==> src/rtl/core/smsi_ram.sv <==
`default_nettype none
module smsi_ram #(
  parameter int WIDTH = 8,
  parameter int DEPTH = 64
) (
  input  wire logic                                   clk,
  input  wire logic                                   we,
  input  wire logic [((DEPTH > 1) ? $clog2(DEPTH) : 1)-1:0] waddr,
  input  wire logic [WIDTH-1:0]                       wdata,
  input  wire logic [((DEPTH > 1) ? $clog2(DEPTH) : 1)-1:0] raddr,
  output logic      [WIDTH-1:0]                       rdata
);

  logic [WIDTH-1:0] mem [DEPTH];

  always_ff @(posedge clk) begin
    if (we) begin
      mem[waddr] <= wdata;
    end
    rdata <= mem[raddr];
  end

endmodule
`default_nettype wire

==> config.mk <==
export PLATFORM = sky130hd
export DESIGN_NAME = smsi_ram
export DESIGN_NICKNAME = d
export VERILOG_FILES = /design/src/rtl/core/smsi_ram.sv
export SDC_FILE = /design/constraint.sdc
export NUM_CORES = 1
export LEC_CHECK = 0
export BUFFER_PORTS_ARGS = -buffer_cell sky130_fd_sc_hd__buf_2
export CAP_MARGIN = 5
export CORE_MARGIN = 2
export CORE_UTILIZATION = 65
export DETAILED_ROUTE_END_ITERATION = 6
export PLACE_DENSITY_LB_ADDON = 0.12
export SETUP_SLACK_MARGIN = 0.5
export SYNTH_ARGS = -nofsm -noshare
export SYNTH_HDL_FRONTEND = slang
export SYNTH_SLANG_ARGS = --single-unit
==> constraint.sdc <==
create_clock -name clk -period 3.3 [get_ports clk]
set_input_delay 0.66 -clock clk [delete_from_list [all_inputs] [get_ports clk]]
set_output_delay 0.66 -clock clk [all_outputs]
set_load 0.005 [all_outputs]
; ---- After elaboration in Yosys (flattened, before gate mapping)
; Memory sizes are Yosys's and may differ from the RTL's. A register that Yosys moved wholly into a read port is not among the register bits.
; Index checks and enable logic that the tools add are counted.
[totals]
input_bits = 22
ram_bits = 512
elab_cells = 3
ff_bits = 0
memories = 1
[mem_list]
columns = name, words, width, rd, rd_ports_with_merged_regs, wr, line
row1 = mem, 64, 8, 1, 1, 1, 14  ; logic [WIDTH-1:0] mem [DEPTH];
[classes]
muxes = 2
[op_table]
columns = operator, n
row1 = 1-bit two-way mux, 2

; ---- Longest topological paths before layout
; Gate-level depths: netlist (run 1).
[logic_depth]
depth_word = 2
mapped_depth = 9

; ---- Worst setup path after synthesis (run 1)
; No wires, ideal clock.
[synth_path]
kind = input-to-reg
start = in raddr[1] (netlist name)
end = reg rdata[3], read port of mem
setup_slack_ns = 0.972
stages = 7
t_arrival_ns = 2.200
setup_time_ns = 0.128
path_cell_list = buf_4 -> buf_2 -> buf_2 -> mux4_2 -> mux4_2 -> o21ai_1 -> o41ai_1
[synth_lines]
columns = element, line
row1 = from (decl), 10  ; input wire logic [((DEPTH > 1) ? $clog2(DEPTH) : 1)-1:0] raddr,
row2 = to (decl), 11  ; output logic [WIDTH-1:0] rdata

==> impl_metrics.json, run 1 <==
{
  "grt_pass1_vias": 10100,
  "ff2ff_path_depth": 4,
  "met2_usage": 0.434,
  "postCtsSetupRepairBufs": 0,
  "ant_nets": 0,
  "yosysTopAreaCell": "edfxtp_1",
  "synth_common_cells": "edfxtp_1 (512), mux4_2 (126), nor2_1 (83)",
  "gp_congestion": 0.828,
  "drc": 0,
  "drtPass1Iterations": 6,
  "syn_to_final_growth_pct": 12.7,
  "fillers": 1711,
  "port-buffer-count": 29,
  "status": "completed",
  "fin_area_sq_um": 22700,
  "die-height_microns": 180,
  "clock_path_buffers": 3,
  "grt_busiest_layer": "met2",
  "grt_max_degree": 65,
  "clk_pin_slew_ns": 0.06,
  "comb_power_share": 0.050,
  "cts_max_level": 2,
  "fp-row-count": 64,
  "ys_warn_count": 0,
  "layout.nets": 1075,
  "synth_nets": 962,
  "power.total_mw": 13.4,
  "wirelength_microns": 43600,
  "met1_usage": 0.404,
  "path_class": "input port to flop",
  "whs_ns": 0.559,
  "ir_worst_vdd_uv": 456,
  "vias": 9976,
  "cts_tree": "built",
  "fmax_mhz": 411,
  "ctsHoldBuffers": 0,
  "viasPerCell": 6.70,
  "synthMostInstantiatedCell": "edfxtp_1",
  "worstHoldPathCells": 3,
  "p_switching_mw": 2.73,
  "final_layout_size_suffix_gt1_frac": 0.296,
  "clkPwrFrac": 0.400,
  "hpwl_microns": 26600,
  "synth_top_area_frac": 0.762,
  "ys_top_cells_by_area": "edfxtp_1 (76%), mux4_2 (14%), nor2_1 (1.5%)",
  "p_per_area_nw_per_um2": 588,
  "die_w_microns": 180,
  "grt_overflow": 0,
  "cp-end-kind": "flop",
  "start_util": 0.659,
  "synth_edf_count": 512,
  "core_area_sq_um": 30600,
  "crit_required_ns": 3.72,
  "synth_ff_type": "edfxtp_1",
  "synth_cell_types": 40,
  "clkLatencyLatePin_ns": 0.56,
  "dieArea_sq_um": 32500,
  "drv_cap": 0,
  "tns_ns": 0,
  "setup_viol": 0,
  "ios": 30,
  "post_dp_cell_area_sq_um": 21200,
  "grt.total_usage": 0.275,
  "gr-usage-met3": 0.0568,
  "yosysSeqAreaShare": 0.770,
  "grt_setup_unrepaired": "no",
  "cp_max_fo": 24,
  "root_buffer": "clkbuf_16",
  "syn_avg_cell_area_sq_um": 21.5,
  "synthesis.instances": 940,
  "grt_pass1_wl_microns": 64800,
  "p_leak_nw": 7.28,
  "worst_setup_path_start_kind": "input port",
  "avgRoutedWirePerCell_microns": 29.3,
  "layout_min_cycle_time_ns": 2.43,
  "cts_resized": 0,
  "syn-cell-area_sq_um": 20200,
  "antenna_found_initial": 3,
  "fin_crit_sh": 0.737,
  "skew_ns": 0.0120,
  "first_iter_violations": 1145,
  "cts_sinks": 520,
  "p_sw_frac": 0.204,
  "async_flop_share": 0,
  "final_max_slew_viol_count": 0,
  "tightest_slew_ns": 1.27,
  "hp-class": "input port to flop",
  "crit_arrival_ns": 2.85,
  "numCtsBuffers": 49,
  "hold_viol": 0,
  "ys_seq_elements": 520,
  "slew_headroom": 0.150,
  "seq_power_share": 0.550,
  "internal_power_mw": 10.6
}
[state kept, by name, indices dropped and copies added (netlist names)]
| register | count |
|---|---|
| rdata | 8 |
| mem | 512 |
[critical path, cell delays in order]
cell,delay (ns)
buf_4,0.39
mux4_2,0.57
mux2_2,0.30
a221oi_1,0.76
o2bb2ai_1,0.15
[layer usage]
metal	up-vias	routed length [microns]
met5	-	0
li1	4155	-
met4	0	1170
met1	5191	17100
met3	94	3940
met2	536	21300
[cells by family after synthesis]
family,after synthesis,synth area share
AO/OA/AOI/OAI,54,0.0207
buffers and inverters,51,0.0157
flip-flops,520,0.770
multiplexers,162,0.159
AND/OR/NAND/NOR,153,0.0339
[power by group through the flow]
stage / sequential [mW] / clock, mW / combinational (mW)
3_5_place_dp: 7.48 / 0 / 0.666
2_1_floorplan: 7.46 / 0 / 0.390
5_1_grt: 7.34 / 5.67 / 0.713
3_3_place_gp: 7.47 / 0 / 0.647
6_report: 7.34 / 5.35 / 0.670
4_1_cts: 7.34 / 5.42 / 0.672
[layout make-up]
cell class                 instances  area, sq um  area share
antenna                            3         7.51    0.000330
clock buffer                      62         1320      0.0580
clock inverter                    26          206     0.00908
multi-input combinational        369         4320       0.190
sequential                       520        15500       0.683
tap                              396          495      0.0218
timing repair buffer             113          852      0.0375
[final timing paths]
kind / start / to / slack [ns]
min reg2reg: mem[18][2]$_DFFE_PP_ / rdata[2]$_DFF_P_ / 0.86
max: raddr[1] / rdata[1]$_DFF_P_ / 0.87
max reg2reg: mem[46][1]$_DFFE_PP_ / rdata[1]$_DFF_P_ / 1.10
min: raddr[5] / rdata[0]$_DFF_P_ / 0.56
[layout by cell type, fill, tap and decap left out, drive strengths merged, types with 3 or more instances in the layout]
cell,n
a211oi,4
a21oi,3
a221oi,6
a22oi,3
buf,112
bufinv,3
clkbuf,63
clkinv,19
clkinvlp,3
dfxtp,8
diode,3
edfxtp,512
mux2,13
mux2i,23
mux4,126
nand2,19
nand2b,7
nand3,13
nand3b,3
nor2,83
nor2b,14
nor3,7
o2111ai,3
o21ai,4
o221ai,8
o22ai,8
o2bb2ai,3
[through the flow]
| stage | std cells | worst slack, ns | utilization |
|---|---|---|---|
| floorplan | 940 | 0.972 | - |
| global placement | 1398 | 0.346 | 0.693 |
| detailed placement | 1398 | 0.316 | 0.693 |
| CTS | 1486 | 0.890 | 0.743 |
| global route | 1487 | 0.853 | 0.743 |
| finish | 1489 | 0.869 | 0.743 |
(Power assumes the default switching activity.)
==> run 2: changes to the inputs <==
--- a/config.mk
+++ b/config.mk
@@ -8,7 +8,7 @@
 export BUFFER_PORTS_ARGS = -buffer_cell sky130_fd_sc_hd__buf_2
 export CAP_MARGIN = 5
 export CORE_MARGIN = 2
-export CORE_UTILIZATION = 65
+export CORE_UTILIZATION = 62
 export DETAILED_ROUTE_END_ITERATION = 6
 export PLACE_DENSITY_LB_ADDON = 0.12
 export SETUP_SLACK_MARGIN = 0.5
==> constraint.sdc (replaced) <==
create_clock -name clk -period 2.3 [get_ports clk]
set_input_delay 0.46 -clock clk [delete_from_list [all_inputs] [get_ports clk]]
set_output_delay 0.46 -clock clk [all_outputs]
set_load 0.005 [all_outputs]
==> impl_metrics.json, run 2 (synthesized netlist as in run 1, its figures left out) <==
{
  "crit_required_ns": 2.73,
  "grt_pass1_wl_microns": 67400,
  "ios": 30,
  "power.total_mw": 19.8,
  "start_util": 0.625,
  "die-height_microns": 184,
  "whs_ns": 0.356,
  "slew_headroom": 0.503,
  "fin_area_sq_um": 23800,
  "tns_ns": 0,
  "layout.nets": 1134,
  "hpwl_microns": 29000,
  "avgRoutedWirePerCell_microns": 29.1,
  "fin_cells": 1595,
  "wirelength_microns": 46300,
  "grt_overflow": 0,
  "cts_tree": "built",
  "ir_worst_vdd_uv": 686,
  "drv_cap": 0,
  "status": "completed",
  "grt_pass1_vias": 10600,
  "root_buffer": "clkbuf_16",
  "critPathSlowestCell": "mux4_2",
  "clk_pin_slew_ns": 0.06,
  "skew_ns": 0.0263,
  "final_common_cell": "edfxtp_1",
  "largest-register": "mem",
  "cp_num_buf_inv": 0,
  "cts_sinks": 520,
  "cp_max_fo": 1,
  "pre_cts_ws_ns": -0.333,
  "numPlacedInstances": 1500,
  "slowest_delay_ns": 0.48,
  "port-buffer-count": 29,
  "drtPass1Iterations": 5,
  "mostFrequentLayoutCells": "edfxtp_1 (512), mux4_2 (126), buf_4 (125)",
  "cts_max_level": 2,
  "hold_viol": 0,
  "fin_crit_sh": 0.819,
  "p_leak_nw": 7.75,
  "ctsHoldBuffers": 0,
  "post_dp_cell_area_sq_um": 21900,
  "grt_max_degree": 65,
  "largest_reg_flops": 512,
  "top_regs": "mem: 512 flops, rdata: 8 flops",
  "viasPerCell": 6.42,
  "first_iter_violations": 1217,
  "fp-row-count": 66,
  "multi_input_area_sq_um": 4580,
  "setup_viol": 0,
  "dieArea_sq_um": 34000,
  "crit_arrival_ns": 2.31,
  "hp-class": "input port to flop",
  "ant_nets": 0,
  "worst_setup_path_start_kind": "flop",
  "grt_setup_unrepaired": "yes",
  "die_w_microns": 184,
  "final_max_slew_viol_count": 0,
  "path_class": "flop to flop",
  "post-route-util": 0.737,
  "p_per_area_nw_per_um2": 830,
  "numCtsBuffers": 49,
  "final_layout_size_suffix_gt1_frac": 0.381,
  "crit_chain": "mux4_2 > mux2_4 > o221a_4 > nor3_4 > o32ai_2",
  "cp-end-kind": "flop",
  "fillers": 1786,
  "ff_latch_area_sq_um": 15500,
  "layout_min_cycle_time_ns": 1.88,
  "clock_path_buffers": 3,
  "clkLatencyLatePin_ns": 0.57,
  "core_area_sq_um": 32300,
  "tightest_slew_ns": 0.746,
  "drc": 0,
  "crit_family": "multiplexers",
  "fin_ws_ns": 0.416,
  "vias": 10200,
  "fmax_mhz": 531,
  "grt.total_usage": 0.279,
  "antenna_found_initial": 1,
  "gp_congestion": 0.839,
  "syn_to_final_growth_pct": 18.0
}
==> run 2: cell type report <==
cell class              count  share of cell area
flip-flops and latches    520               0.653
multi-input cells         369               0.192
diodes                      1            0.000105
clock inverters            32              0.0121
well taps                 442              0.0232
repair buffers            172              0.0635
clock buffers              59              0.0557
==> run 2: worst register-to-register path: cells and delay by family (launching register included) <==
family | cells | cell delay (ns)
muxes | 2 | 0.78
DFF | 1 | 0.39
and+or+nand+nor | 1 | 0.20
AOI/OAI and AO/OA | 2 | 0.37
==> run 2: power breakdown <==
group          total [mW]  internal, mW  switching, mW
Clock                8.07          4.67           3.40
Sequential           10.5          10.5         0.0379
Combinational        1.16         0.501          0.661
==> run 2: worst paths after layout <==
kind | start | end | slack [ns] | cells past startpoint
max reg2reg | mem[21][4]$_DFFE_PP_ | rdata[4]$_DFF_P_ | 0.42 | 5
min reg2reg | mem[26][4]$_DFFE_PP_ | rdata[4]$_DFF_P_ | 0.87 | 3
min | raddr[5] | rdata[6]$_DFF_P_ | 0.36 | 3
max | mem[21][4]$_DFFE_PP_ | rdata[4]$_DFF_P_ | 0.42 | 5
==> run 2: layer usage <==
layer / vias to the layer above / routed length, microns / global-route usage
li1: 4275 / - / -
met4: 0 / 1350 / 0.0944
met1: 5330 / 18200 / 0.394
met5: - / 0 / 0
met2: 551 / 22800 / 0.446
met3: 86 / 3940 / 0.0567
==> run 2: timing repair <==
action,in CTS,in global routing
pin swaps,7,1
gates cloned,2,1
endpoints found under the setup margin,8,8
resized for setup,24,11
setup buffers,0,0
